File: config.mk
export PLATFORM = sky130hd
export DESIGN_NAME = binary_gcd_unit_flat
export DESIGN_NICKNAME = d
export VERILOG_FILES = /design/src/hw/rtl/bgcd_pkg.sv /design/src/hw/rtl/bgcd_if.sv /design/src/hw/rtl/bgcd_dp.sv /design/src/hw/rtl/bgcd_ctrl.sv /design/src/hw/rtl/binary_gcd_unit.sv /design/src/flat_wrapper.sv
export SDC_FILE = /design/constraint.sdc
export NUM_CORES = 1
export LEC_CHECK = 0
export ABC_AREA = 1
export BUFFER_PORTS_ARGS = -buffer_cell sky130_fd_sc_hd__buf_2
export CORE_UTILIZATION = 35
export CTS_CLUSTER_SIZE = 28
export DETAILED_ROUTE_END_ITERATION = 16
export PLACE_DENSITY = 0.63
export SYNTH_ARGS = -nofsm -noshare
export SYNTH_HDL_FRONTEND = slang
export SYNTH_HIERARCHICAL = 1
export SYNTH_SLANG_ARGS = --single-unit
File: constraint.sdc
create_clock -name clock -period 2.99 [get_ports clock]
set_clock_uncertainty 0.05 [all_clocks]
set_input_delay 0.4485 -clock clock [delete_from_list [all_inputs] [get_ports clock]]
set_output_delay 0.4485 -clock clock [all_outputs]
set_load 0.02 [all_outputs]
File: src/hw/rtl/bgcd_pkg.sv
// shared widths and controller/datapath handshake types for the binary gcd unit
package bgcd_pkg;

   localparam int BGCD_WIDTH = 32;
   localparam int SHIFT_W    = $clog2(BGCD_WIDTH);

   typedef logic [BGCD_WIDTH-1:0] word_type;
   typedef logic [SHIFT_W-1:0]    shift_type;

   // commands from controller to datapath, at most one per cycle
   typedef struct packed {
      logic load;
      logic take_b;
      logic strip;
      logic shift_a;
      logic shift_b;
      logic step;
      logic finish;
   } bgcd_cmd_type;

   // flags from datapath back to controller
   typedef struct packed {
      logic a_zero;
      logic b_zero;
      logic a_odd;
      logic b_odd;
      logic a_eq_b;
   } bgcd_status_type;

endpackage

File: src/hw/rtl/bgcd_if.sv
// valid/ready channel interfaces for operand and result words
interface bgcd_req_if
   import bgcd_pkg::*;
   ();
   logic     valid;
   logic     ready;
   word_type operand_a;
   word_type operand_b;

   modport source (output valid, output operand_a, output operand_b, input ready);
   modport sink   (input valid, input operand_a, input operand_b, output ready);
endinterface

interface bgcd_rsp_if
   import bgcd_pkg::*;
   ();
   logic     valid;
   logic     ready;
   word_type gcd_value;

   modport source (output valid, output gcd_value, input ready);
   modport sink   (input valid, input gcd_value, output ready);
endinterface

File: src/hw/rtl/bgcd_dp.sv
// binary gcd datapath: operand registers, shared-twos count, result register
module bgcd_dp
   import bgcd_pkg::*;
(
   input  logic            clock,
   input  bgcd_cmd_type    cmd,
   input  word_type        operand_a,
   input  word_type        operand_b,
   output bgcd_status_type status,
   output word_type        gcd_value
);

   word_type  a_ff, a_in;
   word_type  b_ff, b_in;
   shift_type shared_ff, shared_in;
   word_type  result_ff, result_in;

   logic [BGCD_WIDTH:0] diff_ba;
   word_type            diff_ab;

   assign diff_ba = {1'b0, b_ff} - {1'b0, a_ff};
   assign diff_ab = a_ff - b_ff;

   always_comb begin
      a_in      = a_ff;
      b_in      = b_ff;
      shared_in = shared_ff;
      result_in = result_ff;
      if (cmd.load) begin
         a_in      = operand_a;
         b_in      = operand_b;
         shared_in = '0;
      end
      if (cmd.take_b) begin
         a_in = b_ff;
      end
      if (cmd.strip) begin
         a_in      = a_ff >> 1;
         b_in      = b_ff >> 1;
         shared_in = shared_ff + 1'b1;
      end
      if (cmd.shift_a) begin
         a_in = a_ff >> 1;
      end
      if (cmd.shift_b) begin
         b_in = b_ff >> 1;
      end
      if (cmd.step) begin
         // borrow set means a > b: swap, then subtract
         if (diff_ba[BGCD_WIDTH]) begin
            a_in = b_ff;
            b_in = diff_ab;
         end else begin
            b_in = diff_ba[BGCD_WIDTH-1:0];
         end
      end
      if (cmd.finish) begin
         result_in = a_ff << shared_ff;
      end
   end

   always_ff @(posedge clock) begin
      a_ff      <= a_in;
      b_ff      <= b_in;
      shared_ff <= shared_in;
      result_ff <= result_in;
   end

   assign status.a_zero = (a_ff == '0);
   assign status.b_zero = (b_ff == '0);
   assign status.a_odd  = a_ff[0];
   assign status.b_odd  = b_ff[0];
   assign status.a_eq_b = (a_ff == b_ff);
   assign gcd_value     = result_ff;

endmodule

File: src/hw/rtl/bgcd_ctrl.sv
// binary gcd controller: sequences load, strip, reduce and result handoff
module bgcd_ctrl
   import bgcd_pkg::*;
(
   input  logic            clock,
   input  logic            reset,
   input  logic            req_valid,
   output logic            req_ready,
   output logic            rsp_valid,
   input  logic            rsp_ready,
   input  bgcd_status_type status,
   output bgcd_cmd_type    cmd
);

   localparam logic [2:0] ST_IDLE   = 3'd0;
   localparam logic [2:0] ST_CHECK  = 3'd1;
   localparam logic [2:0] ST_STRIP  = 3'd2;
   localparam logic [2:0] ST_ODDA   = 3'd3;
   localparam logic [2:0] ST_LOOP   = 3'd4;
   localparam logic [2:0] ST_FINISH = 3'd5;

   logic [2:0] state_ff, state_in;
   logic       rsp_valid_ff, rsp_valid_in;

   always_comb begin
      state_in  = state_ff;
      cmd       = '0;
      req_ready = 1'b0;
      unique case (state_ff)
         ST_IDLE: begin
            req_ready = 1'b1;
            if (req_valid) begin
               cmd.load = 1'b1;
               state_in = ST_CHECK;
            end
         end
         ST_CHECK: begin
            if (status.a_zero) begin
               cmd.take_b = 1'b1;
               state_in   = ST_FINISH;
            end else if (status.b_zero) begin
               state_in = ST_FINISH;
            end else begin
               state_in = ST_STRIP;
            end
         end
         ST_STRIP: begin
            if (!status.a_odd && !status.b_odd) begin
               cmd.strip = 1'b1;
            end else begin
               state_in = ST_ODDA;
            end
         end
         ST_ODDA: begin
            if (!status.a_odd) begin
               cmd.shift_a = 1'b1;
            end else begin
               state_in = ST_LOOP;
            end
         end
         ST_LOOP: begin
            if (!status.b_odd) begin
               cmd.shift_b = 1'b1;
            end else begin
               cmd.step = 1'b1;
               // equal odd operands: difference goes to zero, a holds the gcd
               if (status.a_eq_b) begin
                  state_in = ST_FINISH;
               end
            end
         end
         ST_FINISH: begin
            if (!rsp_valid_ff || rsp_ready) begin
               cmd.finish = 1'b1;
               state_in   = ST_IDLE;
            end
         end
         default: begin
            state_in = ST_IDLE;
         end
      endcase
   end

   assign rsp_valid_in = cmd.finish | (rsp_valid_ff & ~rsp_ready);

   always_ff @(posedge clock) begin
      if (reset) begin
         state_ff     <= ST_IDLE;
         rsp_valid_ff <= 1'b0;
      end else begin
         state_ff     <= state_in;
         rsp_valid_ff <= rsp_valid_in;
      end
   end

   assign rsp_valid = rsp_valid_ff;

endmodule

File: src/hw/rtl/binary_gcd_unit.sv
// binary gcd unit top: greatest common divisor of two words, stein's method
// the run time is data dependent: an operand of zero goes straight to the result,
// otherwise one shift or one compare-subtract per cycle until the operands are equal
// throughput is one word at a time; the next word is taken the cycle after the result registers
// the result waits in an output register, so a new word may enter while it is unclaimed
// synchronous active-high reset clears the controller state and the result valid flag
module binary_gcd_unit
   import bgcd_pkg::*;
(
   input  logic       clock,
   input  logic       reset,
   bgcd_req_if.sink   req_chan,
   bgcd_rsp_if.source rsp_chan
);

   bgcd_cmd_type    cmd;
   bgcd_status_type status;
   logic            req_ready;
   logic            rsp_valid;
   word_type        gcd_value;

   // sequencer: at most one command per cycle, holds the result handoff
   bgcd_ctrl u_ctrl (
      .clock     (clock),
      .reset     (reset),
      .req_valid (req_chan.valid),
      .req_ready (req_ready),
      .rsp_valid (rsp_valid),
      .rsp_ready (rsp_chan.ready),
      .status    (status),
      .cmd       (cmd)
   );

   // operand registers, subtractor, shifters and the result register
   bgcd_dp u_dp (
      .clock     (clock),
      .cmd       (cmd),
      .operand_a (req_chan.operand_a),
      .operand_b (req_chan.operand_b),
      .status    (status),
      .gcd_value (gcd_value)
   );

   assign req_chan.ready     = req_ready;
   assign rsp_chan.valid     = rsp_valid;
   assign rsp_chan.gcd_value = gcd_value;

`ifndef SYNTH
   // a word in hand blocks the next until its result is registered
   a_accept_blocks : assert property (@(posedge clock) disable iff (reset)
      (req_chan.valid && req_chan.ready) |=> !req_chan.ready)
      else $error("input taken while a word is still in work");

   // the subtract step only runs on two odd operands
   a_step_odd : assert property (@(posedge clock) disable iff (reset)
      cmd.step |-> (status.a_odd && status.b_odd))
      else $error("subtract step with an even operand");

   // controller never issues two commands at once
   a_cmd_single : assert property (@(posedge clock) disable iff (reset)
      $onehot0({cmd.load, cmd.take_b, cmd.strip, cmd.shift_a, cmd.shift_b, cmd.step,
                cmd.finish}))
      else $error("conflicting datapath commands");

   // a finished result is always offered in the next cycle
   a_finish_valid : assert property (@(posedge clock) disable iff (reset)
      cmd.finish |=> rsp_chan.valid)
      else $error("finished result not presented");
`endif

endmodule
File: src/flat_wrapper.sv
// flat-port wrapper written by rule: the top's interface ports become plain ports
module binary_gcd_unit_flat import bgcd_pkg::*;
  (clock, reset, req_chan_valid, req_chan_operand_a, req_chan_operand_b, req_chan_ready, rsp_chan_valid, rsp_chan_gcd_value, rsp_chan_ready);
  bgcd_req_if req_chan_i ();
  bgcd_rsp_if rsp_chan_i ();
  input  logic clock;
  input  logic reset;
  input wire logic [$bits(req_chan_i.valid)-1:0] req_chan_valid;
  input wire logic [$bits(req_chan_i.operand_a)-1:0] req_chan_operand_a;
  input wire logic [$bits(req_chan_i.operand_b)-1:0] req_chan_operand_b;
  output wire logic [$bits(req_chan_i.ready)-1:0] req_chan_ready;
  output wire logic [$bits(rsp_chan_i.valid)-1:0] rsp_chan_valid;
  output wire logic [$bits(rsp_chan_i.gcd_value)-1:0] rsp_chan_gcd_value;
  input wire logic [$bits(rsp_chan_i.ready)-1:0] rsp_chan_ready;
  assign req_chan_i.valid = req_chan_valid;
  assign req_chan_i.operand_a = req_chan_operand_a;
  assign req_chan_i.operand_b = req_chan_operand_b;
  assign req_chan_ready = req_chan_i.ready;
  assign rsp_chan_valid = rsp_chan_i.valid;
  assign rsp_chan_gcd_value = rsp_chan_i.gcd_value;
  assign rsp_chan_i.ready = rsp_chan_ready;
  binary_gcd_unit u_core (.clock(clock), .reset(reset), .req_chan(req_chan_i), .rsp_chan(rsp_chan_i));
endmodule
== After elaboration in Yosys (flattened, before gate mapping) ==
Cells that the tools add are included.
Word-level totals
  register bits after elaboration: 105
  bits of input ports: 68
Operators by class
  equal/unequal tests: 12
  shift-type cells: 1
  bitwise gates (word level): 3
  reductions and logical operators: 11
  add/sub/neg operators: 3
  muxes and demuxes: 36
Operator list (number)
  32-bit two-way mux: 11
  32-bit zero test: 2
  32-bit by 32-bit subtractor with 33-bit output: 1
  32-bit == test: 1
  32-bit by 5-bit << shifter with 32-bit output: 1
  32-bit subtractor: 1
  3-bit two-way mux: 8
  3-bit case mux with 6 select lines: 1
  1-bit two-way mux: 13
  5-bit two-way mux: 2
  2-bit inequality test (second input constant): 5
  3-bit by 2-bit == test with 1-bit output (second input constant): 2
  3-bit == test (second input constant): 2
  6-bit AND reduction: 1
  5-bit by 1-bit adder with 5-bit output (second input constant): 1
  4-bit nonzero test: 1
  3-bit by 1-bit == test with 1-bit output (second input constant): 1
  1-bit zero test: 3
  3-bit zero test: 1
  2-bit two-way mux: 1
  2-bit by 1-bit inequality test with 1-bit output (second input constant): 1
  2-bit nonzero test: 1
  1-bit AND: 1
  1-bit logical AND: 1
  3 further kinds: 3

== Depth between registers and ports, before layout ==
Gate-level depths: netlist (run 1).
  depth after elaboration: 8
  gate-level depth with buffers: 19

== Hierarchy ==
The synthesis (run 1) kept the hierarchy.
By module, submodules not included
  bgcd_dp: cells an instance 1916, instances 1, area an instance 11484.8 µm², sequential area each 2712.6 µm²
  bgcd_ctrl: cells an instance 68, instances 1, area an instance 396.6 µm², sequential area each 80.1 µm²

== Least setup slack after synthesis (run 1) ==
No wires, ideal clock.
  path kind: reg-to-reg
  start point: register u_core.u_ctrl.state_ff[0]
  end point: register u_core.u_dp.b_ff[0], enable pin
  required time: 2.546 ns
  library setup time: 0.394 ns
  stages on the path, launching flop included: 9
  slack: 0.325 ns
  buffers on the path: 3
  arrival time: 2.220 ns
  cell sequence: dfxtp_1 > buf_6 > nor2_4 > inv_1 > nor3_1 > clkbuf_1 > clkbuf_1 > inv_1 > nand3_1
RTL lines
  from (decl): line bgcd_ctrl.sv:22  | logic [2:0] state_ff, state_in;
  from (signal assigned): line bgcd_ctrl.sv:91  | state_ff <= state_in;
  to (signal assigned): line bgcd_dp.sv:64  | b_ff <= b_in;
  to (decl): line bgcd_dp.sv:14  | word_type b_ff, b_in;

==> impl_metrics.ini, run 1 <==
[floorplanning]
start_util_pct = 35.5
die_x_um = 186
core_mm2 = 0.0334
die_h_um = 186
ios = 102
rows = 67
dieArea_mm2 = 0.0347

[timing]
max_freq_mhz = 353
period_needed_ns = 2.83
worst_pin_slew_ns = 1.02
worst_hold_slack_ns = 0.200
setup_ws_ns = 0.155
period_share_pct = 94.8
slew_headroom_pct = 31.5
rsz0062_at_grt = false
hold_viol_final = 0
fin_tns_setup_ns = 0
slew_violations = 0
setup_violations = 0

[clocking]
cts_root_buf = clkbuf_16
cts.sinks = 105
cts_buffers = 9
tritoncts = done
htree_levels = 3
worstSkewPairLatency_ns = 0.38
clk_path_buf_depth = 2
cts.reportedPaths.clkPinSlew_ns = 0.08

[finish]
synthToLayoutAreaGrowth_pct = 14.0
layout_common_cells = nand2_1 (721), inv_1 (287), o21ai_0 (161)
fin_area_mm2 = 0.0135
seqCellArea_mm2 = 0.00279
multi_input_area_mm2 = 0.00747
final_common_cell = nand2_1
antenna_cells = 0
fillCellCount = 3610
drive_gt1_share_pct = 13.9
nNetsFinal = 2220

[synth]
syn_area_per_cell_um2 = 5.99
synth_top_area_share_pct = 22.8
syn-cell-area_mm2 = 0.0119
synthTopCellsByArea = nand2_1 (23%), edfxtp_1 (17%), inv_1 (9.1%)
synth_ff_type = edfxtp_1
synthArstFlopShare_pct = 0
syn_nets = 2120
synth_edf_count = 69
ys_warn_count = 6
ys_types = 46
ys_ff_latch = 105
syn-instance-count = 1984
synth_largest_area_cell = nand2_1
seq_area_frac_synth_pct = 23.5

[placed_design]
hpwl_mm = 35.9
dpl_cell_area_mm2 = 0.0132
finalWeightedCongestion = 0.971
io_buffers = 101
pre_cts_ws_ns = -0.0164

[min_path]
hold_path_class = input pin to flip-flop

[setup_path]
cp_slowest_cell = ha_2
startpoint = u_core/u_dp/a_ff[14]
worstPathArrival_ns = 3.04
path_class = flip-flop to flip-flop
reg2reg_depth = 13
setup.worst_path.end = u_core/u_ctrl/state_ff[2]
start_kind = flip-flop
critPathRequiredTime_ns = 3.20
r2r_start = u_core/u_dp/a_ff[14]
reg2reg_to = u_core/u_ctrl/state_ff[2]
end_kind = flip-flop
cp_cell_sequence = inv_1, ha_2, nand2_2, nor2_2, nand2_1, nor4_4, buf_4, nand3b_2, nand2_1, nor2_2, nand3_1, nand2_1, nor2_2
cp_max_fo = 6
cp.depth = 13
cpPeakStageDelay_ns = 0.44
ff2ff_setup_slack_ns = 0.16
path_buf_inv = 2
crit_family = simple AND/OR/NAND/NOR gates

[route]
drc_errors = 0
vias_per_cell = 5.11
drt_iter0_drc = 1159
dr.pass1.iters = 7
ant_nets = 0
wl_per_cell_um = 17.4
vias = 13000
drt-total-wl_mm = 44.1

[grt]
grt_pass1_wl_mm = 67.3
first_global_vias = 12000
grt_max_degree = 66
track_usage_pct = 25.6
antenna_found_initial = 0
overflow = 0

[run_status]
status = complete, no violations

[run]
drv_cap = 0
## metal layers
metal,global-route usage (%),vias up,share of wire (%)
li1,-,6489,-
met1,35.0,5965,45
met2,42.5,454,46
met3,2.57,45,6.2
met4,7.48,0,2.4
met5,0,-,0
## per-stage QoR
stage               util, %  std cells
floorplan                 -       1984
global placement       39.5       2521
detailed placement     39.5       2521
CTS                    40.4       2537
global route           40.5       2537
finish                 40.5       2537
## flip-flops by register name, indices dropped and copies added, names as in the netlist
register	flops
u_core/u_ctrl/rsp_valid	1
u_core/u_dp/b_ff	32
u_core/u_dp/shared_ff	5
u_core/u_ctrl/state_ff	3
u_core/u_dp/gcd_value	32
u_core/u_dp/a_ff	32
## final cells by class
class	instances	area share [%]
sequential	105	20.6
inverter	320	8.87
clock inverter	6	0.416
tap	448	4.14
multi-input combinational	1468	55.1
timing repair buffer	180	9.04
clock buffer	10	1.76
## repair_timing
action,CTS,global route
endpoints found under the setup margin,2,2
setup buffers,0,0
resized for setup,1,2
hold buffers,0,0
## worst min-delay path by stage
stage | cells past startpoint | slack, ns | end | startpoint
floorplan | 2 | 0.44 | u_core/u_dp/a_ff[19] | u_core/u_dp/b_ff[19]
global placement | 2 | 0.46 | u_core/u_ctrl/rsp_valid | u_core/u_ctrl/rsp_valid
detailed placement | 2 | 0.46 | u_core/u_ctrl/rsp_valid | u_core/u_ctrl/rsp_valid
CTS | 2 | 0.19 | u_core/u_ctrl/rsp_valid | reset
global route | 2 | 0.21 | u_core/u_ctrl/rsp_valid | reset
finish | 2 | 0.20 | u_core/u_ctrl/rsp_valid | reset
## worst reg2reg max path, cell delays in order, from the launching register on
cell	delay, ns
dfxtp_1	0.42
inv_1	0.16
ha_2	0.44
nand2_2	0.10
nor2_2	0.24
nand2_1	0.22
nor4_4	0.39
buf_4	0.17
nand3b_2	0.12
nand2_1	0.07
nor2_2	0.15
nand3_1	0.08
nand2_1	0.08
nor2_2	0.03
## cell families after synthesis
logic type	Yosys count	synth area share, %
simple gates	966	33.2
buf+inv	411	14.0
compound gates	378	17.6
flops	105	23.5
fa+ha+maj	68	7.29
xor+xnor	30	2.21
mux	26	2.19
## synth_stat cells (2+ instances only)
cell / instances
buf_6: 6
nand3_2: 2
nand4_1: 19
buf_1: 8
o22ai_1: 8
inv_1: 287
nor2_1: 95
dfxtp_1: 36
nand2_2: 15
o21bai_1: 6
o211ai_1: 7
edfxtp_1: 69
xor2_1: 29
inv_2: 32
a31oi_1: 2
nor3_1: 5
buf_2: 25
nand2_1: 721
a22oi_1: 24
o21a_1: 2
ha_1: 66
o21ai_1: 17
nor2_2: 10
nand3b_1: 3
nand3_1: 74
clkbuf_1: 40
fa_1: 2
a21oi_1: 129
nor4_1: 13
nand2_4: 2
nor2_4: 2
o21ai_0: 161
mux2i_1: 26
o21ai_2: 19
buf_4: 11
Power of run 1 is left out: the tool's default activity adds up to more than one toggle a clock period on the data nets, which glitch-free logic cannot reach.
==> inputs of run 2 (changes only) <==
--- a/config.mk
+++ b/config.mk
@@ -13,5 +13,4 @@
 export PLACE_DENSITY = 0.63
 export SYNTH_ARGS = -nofsm -noshare
 export SYNTH_HDL_FRONTEND = slang
-export SYNTH_HIERARCHICAL = 1
 export SYNTH_SLANG_ARGS = --single-unit
==> run 2 against run 1 <==
Against the previous run: highest routed layer unchanged; utilization is 0.91 points lower; critical path depth up 1; die area increased by 0.19%; non-clock buffer count down 26; largest cell class unchanged; register-to-register slack improved by 0.05 ns; synthesized cell count is 3.5% higher; flip-flop and latch count stayed put; via count rose by 0.72%; clock-buffer cell count shrank 1; sequential share of layout area up 0.42 points; maximum frequency rose by 2.0%; first-iteration DRC count is 8.9% higher.
==> impl_metrics.ini, run 2 <==
[run_status]
status = complete, no violations

[synth]
synth_edf_count = 69
syn-cell-area_mm2 = 0.0119
synth_top_area_share_pct = 28.2
synth-compound-area-share_pct = 13.2
syn_nets = 2190
syn_area_per_cell_um2 = 5.80
yosys.area_share.simple_pct = 38.8
seq_area_frac_synth_pct = 23.5
synth_xor_area_share_pct = 2.21
ys_warn_count = 0
synth_top_family_by_area = simple AND/OR/NAND/NOR gates
synth_ff_type = edfxtp_1
yosysMostFrequentCell = nand2_1
synthTopCellsByArea = nand2_1 (28%), edfxtp_1 (17%), inv_1 (8.9%)
ys_types = 41
synth_largest_area_cell = nand2_1
synth_mux_area_share_pct = 1.60
ys_ff_latch = 105
yosys.area_share.adder_pct = 7.38
syn-instance-count = 2053
synthArstFlopShare_pct = 0
synth_commonest_cells = nand2_1 (894), inv_1 (283), o21ai_0 (145)

[clocking]
worstSkewPairLatency_ns = 0.39
cts.sinks = 105
cts_root_buf = clkbuf_16
htree_levels = 3
cts.reportedPaths.clkPinSlew_ns = 0.09
cts_resized = 0
tritoncts = done
cts_setup_buffers = 0
hold_buffers = 0
clk_path_buf_depth = 2
cts_buffers = 9

[floorplanning]
die_h_um = 186
start_util_pct = 35.5
ios = 102
core_mm2 = 0.0335
rows = 67
die_x_um = 186
dieArea_mm2 = 0.0348

[finish]
drive_gt1_share_pct = 9.91
layout_common_cells = nand2_1 (893), inv_1 (283), o21ai_0 (145)
fin_area_mm2 = 0.0133
synthToLayoutAreaGrowth_pct = 11.5
antenna_cells = 0
nNetsFinal = 2263
final_common_cell = nand2_1

[grt]
overflow = 0
antenna_found_initial = 0
first_global_vias = 12100
track_usage_pct = 24.6
grt_max_degree = 68
grt_pass1_wl_mm = 66.8

[timing]
slew_headroom_pct = 55.5
period_needed_ns = 2.78
rsz0062_at_grt = false
worst_pin_slew_ns = 0.662
setup_violations = 0
max_freq_mhz = 360
hold_viol_final = 0
slew_violations = 0
fin_tns_setup_ns = 0
period_share_pct = 93.0

[route]
drt_iter0_drc = 1262
drt-total-wl_mm = 43.1
drc_errors = 0
ant_nets = 0
vias_per_cell = 5.06
vias = 13000
dr.pass1.iters = 6
wl_per_cell_um = 16.7

[setup_path]
critPathRequiredTime_ns = 3.09
cp_cell_sequence = ha_1, nand2_1, inv_1, nand2_1, nor3_1, nand2_1, nand2_1, nand2_1, nand3_1, nand2_1, nand2_1, nand2_1, nand2_1, nand2_1
worstPathArrival_ns = 2.88
crit_family = simple AND/OR/NAND/NOR gates
cp_max_fo = 6
end_kind = flip-flop
start_kind = flip-flop
cpMostUsedCell = nand2_1
cp_slowest_cell = edfxtp_1
cpPeakStageDelay_ns = 0.55
path_buf_inv = 1
path_class = flip-flop to flip-flop

[placed_design]
io_buffers = 101
hpwl_mm = 35.0
dpl_cell_area_mm2 = 0.0130
finalWeightedCongestion = 0.968

[pwr]
p_leak_uw = 0.00712
ir_drop_uv = 422
pwr_density_cell_mw_per_mm2 = 1240

[run]
drv_cap = 0

[min_path]
hold_path_class = input pin to flip-flop
[run 2: path summary, 6_finish.rpt]
check | start | to | slack, ns | cells past startpoint
max | u_core.u_dp.b_ff[8] | u_core.u_dp.b_ff[31] | 0.21 | 14
max reg2reg | u_core.u_dp.b_ff[8] | u_core.u_dp.b_ff[31] | 0.21 | 14
min reg2reg | u_core.u_dp.a_ff[1] | u_core.u_dp.a_ff[0] | 0.49 | 2
min | reset | u_core.u_ctrl.state_ff[1] | 0.26 | 2
[run 2: final cells by class]
type                       count  area [um^2]
sequential                   105         2790
timing repair buffer         154          966
clock inverter                 6         75.1
inverter                     296         1110
tap                          448          561
fill                        3699        20300
clock buffer                   9          225
multi-input combinational   1560         7540
[run 2: metrics by stage]
stage	worst slack [ns]	hold slack (ns)	total power [uW]	utilization [%]	instances
finish	0.210	0.263	16400	39.6	2578
global route	0.0201	0.262	18000	39.6	2578
CTS	0.239	0.256	16200	39.5	2578
detailed placement	0.248	0.475	14900	38.7	2563
global placement	0.279	0.469	14800	38.7	2563
floorplan	0.431	0.428	11300	-	2053
[run 2: cell families after synthesis]
| kind of cell | after synthesis |
|---|---|
| flops | 105 |
| compound gates | 289 |
| simple gates | 1153 |
| buf+inv | 388 |
| xor+xnor | 30 |
| mux | 19 |
| fa+ha+maj | 69 |
[run 2: per-layer routing]
layer | part of all wire [%] | global-route usage (%) | vias up
met5 | 0 | 0 | -
met4 | 3.0 | 8.39 | 0
met3 | 6.7 | 2.16 | 60
met2 | 46 | 40.9 | 475
met1 | 45 | 33.5 | 5932
li1 | - | - | 6579
[run 2: where the power goes]
group | internal (uW) | leakage [uW] | total (uW) | switching, uW
clock | 659 | 0.000144 | 1310 | 653
sequential | 2140 | 0.000948 | 2700 | 556
combinational | 4000 | 0.00603 | 12400 | 8430
No activity file was read; power rests on OpenSTA's default activity.
